### src/hw/rtl/rtfd_pkg.sv
// ----------------------------------------------------------------------------
// rtfd_pkg
// Shared types, constants and tables for the radar target frame decoder.
// ----------------------------------------------------------------------------
package rtfd_pkg;

  localparam int FrameLen       = 14;
  localparam int AngleIterDef   = 14;
  localparam int AngleIterMax   = 20;

  localparam logic [7:0] ByteStart   = 8'hAA;
  localparam logic [7:0] ByteEnd     = 8'h55;
  localparam logic [7:0] ByteClass   = 8'h06;
  localparam logic [7:0] ByteTarget  = 8'h0b;
  localparam logic [7:0] ByteEndScan = 8'h0a;

  localparam logic       KindTarget  = 1'b0;
  localparam logic       KindEndScan = 1'b1;

  // angle accumulator: radians in units of 2^-24
  localparam int AccW = 28;
  localparam logic signed [AccW-1:0] PiQ24   = 28'sd52707179;
  localparam logic signed [15:0]     AzLimit = 16'sd25736;

  // cordic vector: position scaled by 2^20, plus growth headroom
  localparam int VecW = 36;

  typedef enum logic [2:0] {
    ST_IDLE,
    ST_ROOT,
    ST_ANGLE,
    ST_OUT
  } state_e;

  typedef struct packed {
    logic load;      // capture a finished frame
    logic step;      // one root bit pair and one cordic step
    logic finish;    // form the output word
  } cmd_t;

  typedef struct packed {
    logic root_done;
    logic angle_done;
    logic at_last;   // next byte completes a frame
  } sts_t;

  function automatic logic signed [AccW-1:0] atan_q24(input logic [4:0] idx);
    logic signed [AccW-1:0] v;
    unique case (idx)
      5'd0:  v = 28'sd13176795;
      5'd1:  v = 28'sd7778716;
      5'd2:  v = 28'sd4110060;
      5'd3:  v = 28'sd2086331;
      5'd4:  v = 28'sd1047214;
      5'd5:  v = 28'sd524117;
      5'd6:  v = 28'sd262123;
      5'd7:  v = 28'sd131069;
      5'd8:  v = 28'sd65536;
      5'd9:  v = 28'sd32768;
      5'd10: v = 28'sd16384;
      5'd11: v = 28'sd8192;
      5'd12: v = 28'sd4096;
      5'd13: v = 28'sd2048;
      5'd14: v = 28'sd1024;
      5'd15: v = 28'sd512;
      5'd16: v = 28'sd256;
      5'd17: v = 28'sd128;
      5'd18: v = 28'sd64;
      5'd19: v = 28'sd32;
      default: v = '0;
    endcase
    return v;
  endfunction

endpackage

### src/hw/rtl/rtfd_ctrl.sv
// ----------------------------------------------------------------------------
// rtfd_ctrl
// Sequencer: starts root and angle iterations for a captured frame and
// holds the result until the output transfer.
// ----------------------------------------------------------------------------
module rtfd_ctrl (
  input  logic          clk_i,
  input  logic          rst_ni,
  input  logic          frame_ok_i,   // a frame yielding a result completes
  input  logic          frame_tgt_i,  // that frame is a target report
  input  rtfd_pkg::sts_t sts_i,
  input  logic          out_ready_i,
  output rtfd_pkg::cmd_t cmd_o,
  output logic          in_ready_o,
  output logic          out_valid_o
);
  import rtfd_pkg::*;

  state_e state_q, state_d;

  always_ff @(posedge clk_i or negedge rst_ni) begin
    if (!rst_ni) begin
      state_q <= ST_IDLE;
    end else begin
      state_q <= state_d;
    end
  end

  always_comb begin
    state_d     = state_q;
    cmd_o       = '0;
    in_ready_o  = 1'b0;
    out_valid_o = 1'b0;
    unique case (state_q)
      ST_IDLE: begin
        in_ready_o = 1'b1;
        if (frame_ok_i) begin
          cmd_o.load = 1'b1;
          state_d = frame_tgt_i ? ST_ROOT : ST_OUT;
        end
      end
      ST_ROOT: begin
        cmd_o.step = 1'b1;
        if (sts_i.root_done) state_d = ST_ANGLE;
      end
      ST_ANGLE: begin
        cmd_o.step = 1'b1;
        if (sts_i.angle_done) begin
          cmd_o.finish = 1'b1;
          state_d = ST_OUT;
        end
      end
      ST_OUT: begin
        out_valid_o = 1'b1;
        // bytes keep flowing, only the frame-completing one waits
        in_ready_o  = out_ready_i || !sts_i.at_last;
        if (out_ready_i) begin
          state_d = ST_IDLE;
          if (frame_ok_i) begin
            cmd_o.load = 1'b1;
            state_d = frame_tgt_i ? ST_ROOT : ST_OUT;
          end
        end
      end
      default: state_d = ST_IDLE;
    endcase
  end

endmodule

### src/hw/rtl/rtfd_dp.sv
// ----------------------------------------------------------------------------
// rtfd_dp
// Datapath: frame store, field extraction, two bit-serial square roots and
// an iterative vectoring cordic, plus the output register.
// ----------------------------------------------------------------------------
module rtfd_dp #(
  parameter int AngleIter = rtfd_pkg::AngleIterDef
) (
  input  logic                  clk_i,
  input  logic                  rst_ni,
  input  logic                  byte_en_i,   // input transfer
  input  logic [7:0]            rx_byte_i,
  input  rtfd_pkg::cmd_t        cmd_i,
  output rtfd_pkg::sts_t        sts_o,
  output logic                  frame_ok_o,
  output logic                  frame_tgt_o,
  output logic                  result_kind_o,
  output logic [7:0]            target_id_o,
  output logic signed [13:0]    pos_forward_o,
  output logic signed [10:0]    pos_left_o,
  output logic signed [9:0]     vel_forward_o,
  output logic signed [9:0]     vel_left_o,
  output logic [12:0]           target_range_o,
  output logic [9:0]            target_speed_o,
  output logic signed [15:0]    azimuth_o
);
  import rtfd_pkg::*;

  localparam int NIter = (AngleIter > AngleIterMax) ? AngleIterMax : AngleIter;

  // ---- framing ----
  logic [7:0] fb_q [FrameLen-1];   // bytes 0..12, byte 13 is the live byte
  logic [3:0] pos_q;
  logic       last;

  assign last = byte_en_i && (pos_q == 4'(FrameLen-1));
  assign sts_o.at_last = (pos_q == 4'(FrameLen-1));

  always_ff @(posedge clk_i or negedge rst_ni) begin
    if (!rst_ni) begin
      pos_q <= '0;
    end else if (byte_en_i) begin
      if (last) pos_q <= '0;
      else if (rx_byte_i == ByteStart || pos_q != '0) pos_q <= pos_q + 4'd1;
    end
  end

  always_ff @(posedge clk_i) begin
    if (byte_en_i && !last) fb_q[pos_q] <= rx_byte_i;
  end

  logic frame_good;
  assign frame_good  = last && rx_byte_i == ByteEnd && fb_q[12] == ByteEnd &&
                       fb_q[3] == ByteClass;
  assign frame_tgt_o = fb_q[2] == ByteTarget;
  assign frame_ok_o  = frame_good && (fb_q[2] == ByteTarget || fb_q[2] == ByteEndScan);

  // ---- field extraction ----
  logic signed [13:0] fwd_c;
  logic signed [10:0] left_c;
  logic signed [9:0]  vf_c, vl_c;
  assign fwd_c  = 14'($signed({1'b0, fb_q[5], fb_q[6][7:3]}) - 15'sd5000);
  assign left_c = 11'($signed(12'sd1023) - $signed({1'b0, fb_q[6][2:0], fb_q[7]}));
  assign vf_c   = 10'($signed({1'b0, fb_q[8], fb_q[9][7:6]}) - 11'sd512);
  assign vl_c   = 10'($signed(11'sd256) - $signed({1'b0, fb_q[9][5:0], fb_q[10][7:5]}));

  // ---- held fields ----
  logic [7:0]         id_q;
  logic signed [13:0] fwd_q;
  logic signed [10:0] left_q;
  logic signed [9:0]  vf_q, vl_q;

  // ---- square roots, one bit pair a step ----
  logic [25:0] rv_q, rres_q, rbit_q;   // range radicand < 2^26
  logic [19:0] sv_q, sres_q, sbit_q;   // speed radicand < 2^20
  logic [26:0] rsum;
  logic [20:0] ssum;
  assign rsum = {1'b0, rres_q} + {1'b0, rbit_q};
  assign ssum = {1'b0, sres_q} + {1'b0, sbit_q};
  assign sts_o.root_done = (rbit_q[1:0] == 2'b01 || rbit_q == '0) &&
                           (sbit_q[1:0] == 2'b01 || sbit_q == '0) &&
                           !(rbit_q != '0 && rbit_q[25:2] != '0) &&
                           !(sbit_q != '0 && sbit_q[19:2] != '0);

  // ---- cordic ----
  logic signed [VecW-1:0] x_q, y_q;
  logic signed [AccW-1:0] z_q;
  logic [4:0]             it_q;
  logic                   az_fix_q;   // left == 0 case
  logic signed [15:0]     az_fix_val_q;
  logic signed [VecW-1:0] dx, dy;
  assign dx = y_q >>> it_q;
  assign dy = x_q >>> it_q;
  assign sts_o.angle_done = (it_q == 5'(NIter-1)) || az_fix_q;

  logic [27:0] r_sq;
  logic [20:0] s_sq;
  logic signed [27:0] fsq, lsq;
  logic signed [19:0] vfsq, vlsq;
  assign fsq  = 28'(fwd_c) * 28'(fwd_c);
  assign lsq  = 28'(left_c) * 28'(left_c);
  assign vfsq = 20'(vf_c) * 20'(vf_c);
  assign vlsq = 20'(vl_c) * 20'(vl_c);
  assign r_sq = 28'(fsq) + 28'(lsq);
  assign s_sq = 21'(vfsq) + 21'(vlsq);

  always_ff @(posedge clk_i) begin
    if (cmd_i.load) begin
      id_q   <= frame_tgt_o ? fb_q[4] : 8'd0;
      fwd_q  <= frame_tgt_o ? fwd_c : '0;
      left_q <= frame_tgt_o ? left_c : '0;
      vf_q   <= frame_tgt_o ? vf_c : '0;
      vl_q   <= frame_tgt_o ? vl_c : '0;
      rv_q   <= r_sq[25:0];
      rres_q <= '0;
      rbit_q <= 26'h1000000;
      sv_q   <= s_sq[19:0];
      sres_q <= '0;
      sbit_q <= 20'h40000;
      it_q   <= '0;
      az_fix_q     <= (left_c == '0);
      az_fix_val_q <= (fwd_c < 0) ? AzLimit : '0;
      if (fwd_c < 0) begin
        x_q <= -(VecW'(fwd_c) <<< 20);
        y_q <= -(VecW'(left_c) <<< 20);
        z_q <= (left_c > 0) ? PiQ24 : -PiQ24;
      end else begin
        x_q <= VecW'(fwd_c) <<< 20;
        y_q <= VecW'(left_c) <<< 20;
        z_q <= '0;
      end
    end else if (cmd_i.step) begin
      if (rbit_q != '0) begin
        if (rsum <= {1'b0, rv_q}) begin
          rv_q   <= rv_q - rsum[25:0];
          rres_q <= (rres_q >> 1) + rbit_q;
        end else begin
          rres_q <= rres_q >> 1;
        end
        rbit_q <= rbit_q >> 2;
      end
      if (sbit_q != '0) begin
        if (ssum <= {1'b0, sv_q}) begin
          sv_q   <= sv_q - ssum[19:0];
          sres_q <= (sres_q >> 1) + sbit_q;
        end else begin
          sres_q <= sres_q >> 1;
        end
        sbit_q <= sbit_q >> 2;
      end
      if (sts_o.root_done && !az_fix_q) begin
        it_q <= it_q + 5'd1;
        if (y_q >= 0) begin
          x_q <= x_q + dx;
          y_q <= y_q - dy;
          z_q <= z_q + atan_q24(it_q);
        end else begin
          x_q <= x_q - dx;
          y_q <= y_q + dy;
          z_q <= z_q - atan_q24(it_q);
        end
      end
    end
  end

  // final cordic step folded into the output register
  logic signed [AccW-1:0] zl;
  logic signed [AccW-1:0] zlr;
  logic signed [AccW-12:0] zls;
  assign zl  = (y_q >= 0) ? z_q + atan_q24(it_q) : z_q - atan_q24(it_q);
  assign zlr = zl + AccW'(1024);
  assign zls = zlr[AccW-1:11];

  always_ff @(posedge clk_i or negedge rst_ni) begin
    if (!rst_ni) begin
      result_kind_o <= 1'b0;
    end else if (cmd_i.load) begin
      result_kind_o <= frame_tgt_o ? KindTarget : KindEndScan;
    end
  end

  always_ff @(posedge clk_i) begin
    if (cmd_i.load && !frame_tgt_o) begin
      target_id_o    <= '0;
      pos_forward_o  <= '0;
      pos_left_o     <= '0;
      vel_forward_o  <= '0;
      vel_left_o     <= '0;
      target_range_o <= '0;
      target_speed_o <= '0;
      azimuth_o      <= '0;
    end else if (cmd_i.finish) begin
      target_id_o    <= id_q;
      pos_forward_o  <= fwd_q;
      pos_left_o     <= left_q;
      vel_forward_o  <= vf_q;
      vel_left_o     <= vl_q;
      target_range_o <= rres_q[12:0];
      target_speed_o <= sres_q[9:0];
      if (az_fix_q) azimuth_o <= az_fix_val_q;
      else if (zls > AzLimit) azimuth_o <= AzLimit;
      else if (zls < -AzLimit) azimuth_o <= -AzLimit;
      else azimuth_o <= zls[15:0];
    end
  end

endmodule

### src/hw/rtl/radar_target_frame_decoder.sv
// ----------------------------------------------------------------------------
// radar_target_frame_decoder
// Gathers 14-byte radar frames and reports targets and end-of-scan markers.
// ----------------------------------------------------------------------------
// Input channel: one serial byte per transfer (rx_byte_i, valid/ready).
// Output channel: one result per complete valid frame (valid/ready); frames
// with a bad tail or an unknown class give nothing.
// Framing takes one byte per cycle. After the last byte of a target frame the
// input stalls through 13 root steps (range and speed together, the last one
// also running the first cordic step), then ANGLE_ITERATIONS - 1 cordic
// steps, the final one folded into the output register. With a zero left
// position the angle is fixed and no cordic step runs. An end-of-scan marker
// is valid the cycle after its last byte, no stall.
// While a result waits on out_ready_i, bytes keep flowing; only the byte
// that would complete the next frame waits until the result leaves.
// Reset clears the byte counter and the sequencer; the block then hunts for
// a start byte.
// ----------------------------------------------------------------------------
module radar_target_frame_decoder #(
  parameter int ANGLE_ITERATIONS = rtfd_pkg::AngleIterDef
) (
  input  logic               clk_i,
  input  logic               rst_ni,
  input  logic               in_valid_i,
  output logic               in_ready_o,
  input  logic [7:0]         rx_byte_i,
  output logic               out_valid_o,
  input  logic               out_ready_i,
  output logic               result_kind_o,
  output logic [7:0]         target_id_o,
  output logic signed [13:0] pos_forward_o,
  output logic signed [10:0] pos_left_o,
  output logic signed [9:0]  vel_forward_o,
  output logic signed [9:0]  vel_left_o,
  output logic [12:0]        target_range_o,
  output logic [9:0]         target_speed_o,
  output logic signed [15:0] azimuth_o
);
  import rtfd_pkg::*;

  cmd_t cmd;
  sts_t sts;
  logic frame_ok, frame_tgt, byte_en;

  assign byte_en = in_valid_i && in_ready_o;

  rtfd_ctrl u_ctrl (
    .clk_i, .rst_ni,
    .frame_ok_i  (frame_ok && byte_en),
    .frame_tgt_i (frame_tgt),
    .sts_i       (sts),
    .out_ready_i,
    .cmd_o       (cmd),
    .in_ready_o,
    .out_valid_o
  );

  rtfd_dp #(.AngleIter(ANGLE_ITERATIONS)) u_dp (
    .clk_i, .rst_ni,
    .byte_en_i   (byte_en),
    .rx_byte_i,
    .cmd_i       (cmd),
    .sts_o       (sts),
    .frame_ok_o  (frame_ok),
    .frame_tgt_o (frame_tgt),
    .result_kind_o, .target_id_o, .pos_forward_o, .pos_left_o,
    .vel_forward_o, .vel_left_o, .target_range_o, .target_speed_o, .azimuth_o
  );

endmodule
### config.mk
export PLATFORM = sky130hd
export DESIGN_NAME = radar_target_frame_decoder
export DESIGN_NICKNAME = d
export VERILOG_FILES = /design/src/hw/rtl/rtfd_pkg.sv /design/src/hw/rtl/rtfd_ctrl.sv /design/src/hw/rtl/rtfd_dp.sv /design/src/hw/rtl/radar_target_frame_decoder.sv
export SDC_FILE = /design/constraint.sdc
export NUM_CORES = 2
export LEC_CHECK = 0
export BUFFER_PORTS_ARGS = -buffer_cell sky130_fd_sc_hd__buf_4
export CAP_MARGIN = 10
export CORE_MARGIN = 2
export CORE_UTILIZATION = 59
export DETAILED_ROUTE_END_ITERATION = 7
export GPL_TIMING_DRIVEN = 0
export PLACE_DENSITY = 0.87
export SLEW_MARGIN = 20
export SYNTH_ARGS = -nofsm -noshare
export SYNTH_HDL_FRONTEND = slang
export SYNTH_SLANG_ARGS = --single-unit
### constraint.sdc
create_clock -name clk_i -period 10.5 [get_ports clk_i]
set_input_delay 2.1 -clock clk_i [delete_from_list [all_inputs] [get_ports clk_i]]
set_output_delay 2.1 -clock clk_i [all_outputs]
set_load 0.01 [all_outputs]
* After elaboration in Yosys (flattened, before gate mapping)
Memory sizes are Yosys's and may differ from the RTL's. A register that Yosys moved wholly into a read port is not among the register bits.
Index checks and enable logic that the tools add are counted.
** Word-level totals
- Register bits :: 382
- RAM bits :: 104
- ROM bits :: 3072
- Input port bits :: 12
- Output and inout bits :: 95
- Memories :: 5
** Cells by class
- Add/subtract/negate cells :: 25
- Multipliers :: 4
- Order comparisons :: 7
- Eq/ne operators :: 15
- Shift operators :: 2
- Mux-type cells :: 67
- Reduce and logical (&&, ||, !) cells :: 53
** Memories
- (no name shown) :: depth 32, bits a word 24, rd ports 1, clocked after memory_dff 1, write ports 0, line rtfd_pkg.sv:49 : unique case (idx)
- (no name shown) :: depth 32, bits a word 24, rd ports 1, clocked after memory_dff 1, write ports 0, line rtfd_pkg.sv:49
- (no name shown) :: depth 32, bits a word 24, rd ports 1, clocked after memory_dff 1, write ports 0, line rtfd_pkg.sv:49
- (no name shown) :: depth 32, bits a word 24, rd ports 1, clocked after memory_dff 1, write ports 0, line rtfd_pkg.sv:49
- u_dp.fb_q :: depth 13, bits a word 8, rd ports 10, clocked after memory_dff 1, write ports 1, line rtfd_dp.sv:32 : logic [7:0] fb_q [FrameLen-1];
** Operators with widths (number)
- 28-bit 2-to-1 mux :: 15
- 36-bit 2-to-1 mux :: 10
- 26-bit 2-to-1 mux :: 5
- 20-bit 2-to-1 mux :: 5
- 36-bit adder :: 2
- 36-bit by 5-bit >>> shifter with 36-bit output :: 2
- 36-bit subtractor :: 2
- 28-bit adder :: 2
- 28-bit subtractor :: 2
- 16-bit 2-to-1 mux :: 3
- 10-bit by 10-bit multiplier with 20-bit output :: 2
- 5-bit 2-to-1 mux :: 8
- 36-bit by 1-bit greater-or-equal comparator with 1-bit output, second input constant :: 1
- 31-bit negator with 36-bit output :: 1
- 34-bit negator with 36-bit output :: 1
- 28-bit by 12-bit adder with 28-bit output, second input constant :: 1
- 26-bit by 25-bit adder with 27-bit output :: 1
- 27-bit by 26-bit less-or-equal comparator with 1-bit output :: 1
- 25-bit by 25-bit adder with 26-bit output :: 1
- 26-bit adder :: 1
- 26-bit logical NOT :: 1
- 14-bit by 14-bit multiplier with 26-bit output :: 1
- 26-bit nonzero test :: 1
- 26-bit subtractor :: 1
- 48 further kinds :: 103

* Longest topological paths before layout
- Word-level depth :: 20
- Mapped depth :: 46
- Depth with buffers taken out :: 44

* Hierarchy
From an unflattened synthesis, not the netlist that was laid out.
** Unflattened totals
- Cells, all modules :: 5800
- Area total of the unflattened synthesis :: 53577.6 µm²
** Modules (own cells, without submodules)
- rtfd_dp :: instances 1, cells each 5767, area each 53272.3 µm², seq. area each 12216.7 µm²
- rtfd_ctrl :: instances 1, cells each 31, area each 292.8 µm², seq. area each 50.0 µm²
- radar_target_frame_decoder :: instances 1, cells each 2, area each 12.5 µm², seq. area each 0.0 µm²

* Worst setup path after synthesis
OpenSTA, ideal clock, no wires.
- Path type :: register to register
- Start point :: memory u_dp.fb_q[7][3]
- End point :: register u_dp.rv_q[24], data pin
- Library setup time :: 267 ps
- Data arrival time :: 10333 ps
- Path slack :: -100 ps
- Stages on the path, launching flop included :: 42
- Buffers on the path :: 2
- Path through :: edfxtp_1 clkbuf_1 clkbuf_1 or2_2 fa_1 inv_1 fa_1 inv_1 fa_1 inv_1 fa_1 inv_1 fa_1 inv_1 ha_1 inv_1 o21bai_1 a21oi_1 (+6 left out) inv_1 fa_1 inv_1 fa_1 inv_1 fa_1 inv_1 ha_1 and3_1 a21oi_1 o21ai_0 or4_1 a41o_1 a221oi_1 o21bai_1 a21oi_1 xor2_1 mux2i_1
** RTL lines
- start, declared :: line rtfd_dp.sv:32
- end signal, assigned :: line rtfd_dp.sv:114 : rv_q <= r_sq[25:0];
- end signal, assigned :: line rtfd_dp.sv:135 : rv_q <= rv_q - rsum[25:0];
- end, declared :: line rtfd_dp.sv:74 : logic [25:0] rv_q, rres_q, rbit_q;

==> reports/qor.txt <==
Wire per inst: 22.93 um
Worst-Skew Late Latency: 0.67 ns
Setup repair after global routing missed its margin: yes
Row count: 110
Critical path peak fanout: 7
Final net count: 6955
Slew @ Worst Pin: 1.216 ns
Min Tclk post-route: 10.66 ns
Vias per inst: 6.276
Main synth FF type: edfxtp_1
Top cell type's share of synthesized area: 18.33%
Starting density of the core: 59.27%
Non-filler cells, final: 7215
Post-DP HPWL: 125300 um
Max-cap violations: 0
Synthesis-to-layout area growth: 10.39%
Clock slew at reported path FFs: 0.07 ns
Vias in the first global route: 45.73k
Critical path type: reg2reg
Hold Fails Final Rpt: 0
Status: complete, but fails checks
Die width: 304.2 um
DR iter-0 viols: 4959
Total clock sinks: 473
Synth area leader: fa_1
Syn nets: 6728
First-pass GRT wire length: 253100 um
Final antenna-violating net count: 0
Synthesized area per cell: 9.224 um2
Required time worst endpoint: 10.85 ns
Die Ht: 304.2 um
Yosys warns: 0
Critical Path Start Type: register
#FFs+latches synth: 473
# DRC: 0
Largest net degree at the start of global routing: 52
Core Area: 89740 um2
GP Congestion: 1.037
Die area: 92560 um2
Failing checks: setup timing
I/O pin count: 107
Fin util: 65.43%
Seq/Total Area, Yosys: 23.06%
TritonCTS buffer count: 53
FFs w/ async S/R, synth: 1.480%
Mapped Area: 53190 um2
CP Capture Type: register
HP Class: reg2reg
Period utilisation layout: 101.5%
Final worst slack: -0.1551 ns
Top cells by area, synth: fa_1 (18%), edfxtp_1 (16%), ha_1 (11%)
Total GRT Usage: 34.76%
# setup viols final: 5
Slowest stage cell, crit path: fa_1
Global route overflow: 0
Mapped Cells: 5766
Skew final: 0.03633 ns
Fraction of layout cells with a size suffix above 1: 10.53%
TritonCTS clock tree: yes
Placement Setup Slack: -1.347 ns
Max Freq: 0.09385 GHz
CP most frequent cell: fa_1
Clock Tree Root: clkbuf_16
CP peak stage delay: 0.60 ns
Drt first pass iters: 7
CTS max path bufs: 3
CP arrival: 11.01 ns
Synth unique cells: 99
Max-slew violation count: 0
Initial antenna violation count: 8
Relative slew slack: 18.90%
IO Port Bufs: 106
H-tree levels: 2
Number of synthesized flops with an enable pin: 276
Post-Route WL: 165500 um
Vias: 45.28k
Post-Place Cells: 7052
Hold buffers post-CTS: 0
## critical path, delay by kind of cell (launching register included)
| family | cells | cell delay (ns) |
|---|---|---|
| AOI/OAI and AO/OA | 7 | 1.39 |
| DFF | 1 | 0.50 |
| adders and majority gates | 13 | 6.29 |
| muxes | 1 | 0.09 |
| and+or+nand+nor | 2 | 0.87 |
| xor gates and xnor gates | 2 | 0.26 |
| buffers and inverters | 10 | 0.92 |
## synthesized netlist by cell type (35+ instances only)
library cell / n
o21bai_1: 43
a31oi_1: 55
mux2i_1: 129
nand2b_1: 60
ha_1: 463
clkbuf_1: 159
and3_1: 49
o21ai_0: 277
nor3_1: 84
nand3_1: 109
edfxtp_1: 276
o21a_1: 43
mux4_2: 98
a21o_1: 109
nand2_1: 458
xor2_1: 131
and2_1: 41
fa_1: 487
nor2_1: 527
xnor2_1: 276
nand4_1: 35
inv_1: 852
a21oi_1: 268
dfxtp_1: 190
## final timing paths
path | start | to | slack (ns) | depth (start not counted)
hold / removal | u_dp.azimuth_o[2] | u_dp.azimuth_o[2] | 0.46 | 2
setup reg to reg | u_dp.fb_q[7][3] | u_dp.rv_q[24] | -0.16 | 35
max in group asynchronous | rst_ni | u_dp.result_kind_o | 9.05 | 1
setup / recovery | u_dp.fb_q[7][3] | u_dp.rv_q[24] | -0.16 | 35
hold reg to reg | u_dp.azimuth_o[2] | u_dp.azimuth_o[2] | 0.46 | 2
min in group asynchronous | rst_ni | u_ctrl.state_q[1] | 1.28 | 1
## per-layer routing
metal  up-vias  GRT usage (%)  routed length (um)
met4         6          18.47               10310
met5         -              0                  46
met2      2716          55.99               75770
met3       644          7.647               17850
met1     21970          43.97               61490
li1      19940              -                   -
## cells by family (layout without fill, tap and decap cells)
logic type	Yosys count	count (layout)	synth area share [%]
AND/OR/NAND/NOR	1537	1537	13.30
buffers and inverters	1079	1351	7.787
AO/OA/AOI/OAI	1056	1056	12.53
adder cells (fa/ha/maj)	950	950	29.22
flip-flops	473	473	23.06
XOR/XNOR	408	408	6.745
multiplexers	263	263	7.354
other	0	1	0
## registers in the layout, indices dropped and copies added, names as in the netlist, 14 cells and up, named ones only
signal              flops
u_dp.rv_q              26
u_dp.rres_q            26
u_dp.pos_forward_o     14
u_dp.x_q               36
u_dp.fwd_q             14
u_dp.fb_q              75
u_dp.sv_q              20
u_dp.y_q               36
u_dp.z_q               28
u_dp.sres_q            20
u_dp.azimuth_o         16
## layout make-up
type | instances | area (um2)
buffer | 211 | 998.5
fill | 6781 | 31020
multi-input combinational | 4214 | 37440
clock inverter | 33 | 362.8
inverter | 865 | 3263
timing repair buffer | 175 | 1430
sequential | 473 | 12270
clock buffer | 67 | 1471
antenna | 1 | 2.502
tap | 1176 | 1471
## cells in the final DEF, fill, tap and decap left out, drive strengths merged, types with 36 or more instances in the layout
master / count
a21o: 109
a21oi: 268
a31oi: 56
and2: 43
and3: 50
buf: 233
clkbuf: 220
dfxtp: 190
edfxtp: 276
fa: 487
ha: 463
inv: 860
mux2: 36
mux2i: 129
mux4: 98
nand2: 458
nand2b: 60
nand3: 111
nor2: 529
nor3: 87
o21a: 43
o21ai: 299
o21bai: 43
xnor2: 276
xor2: 131
## per-stage QoR
step | instance area [um2] | hold WS (ns) | setup TNS [ns]
detailed placement | 55590 | 0.4546 | -9.334
finish | 58710 | 0.4587 | -0.3189
floorplan | 53190 | 0.4525 | 0
global route | 58710 | 0.4949 | -1.681
CTS | 58100 | 0.4630 | 0
global placement | 55460 | 0.4523 | -7.116
## what timing repair did
action,in CTS,in global routing
pin swaps,39,99
endpoints found under the setup margin,12,8
gates resized for setup,100,93
gates cloned,0,0
buffers inserted,38,28
Power is left out: the tool's default activity adds up to more than one toggle a clock period on the data nets, which glitch-free logic cannot reach.
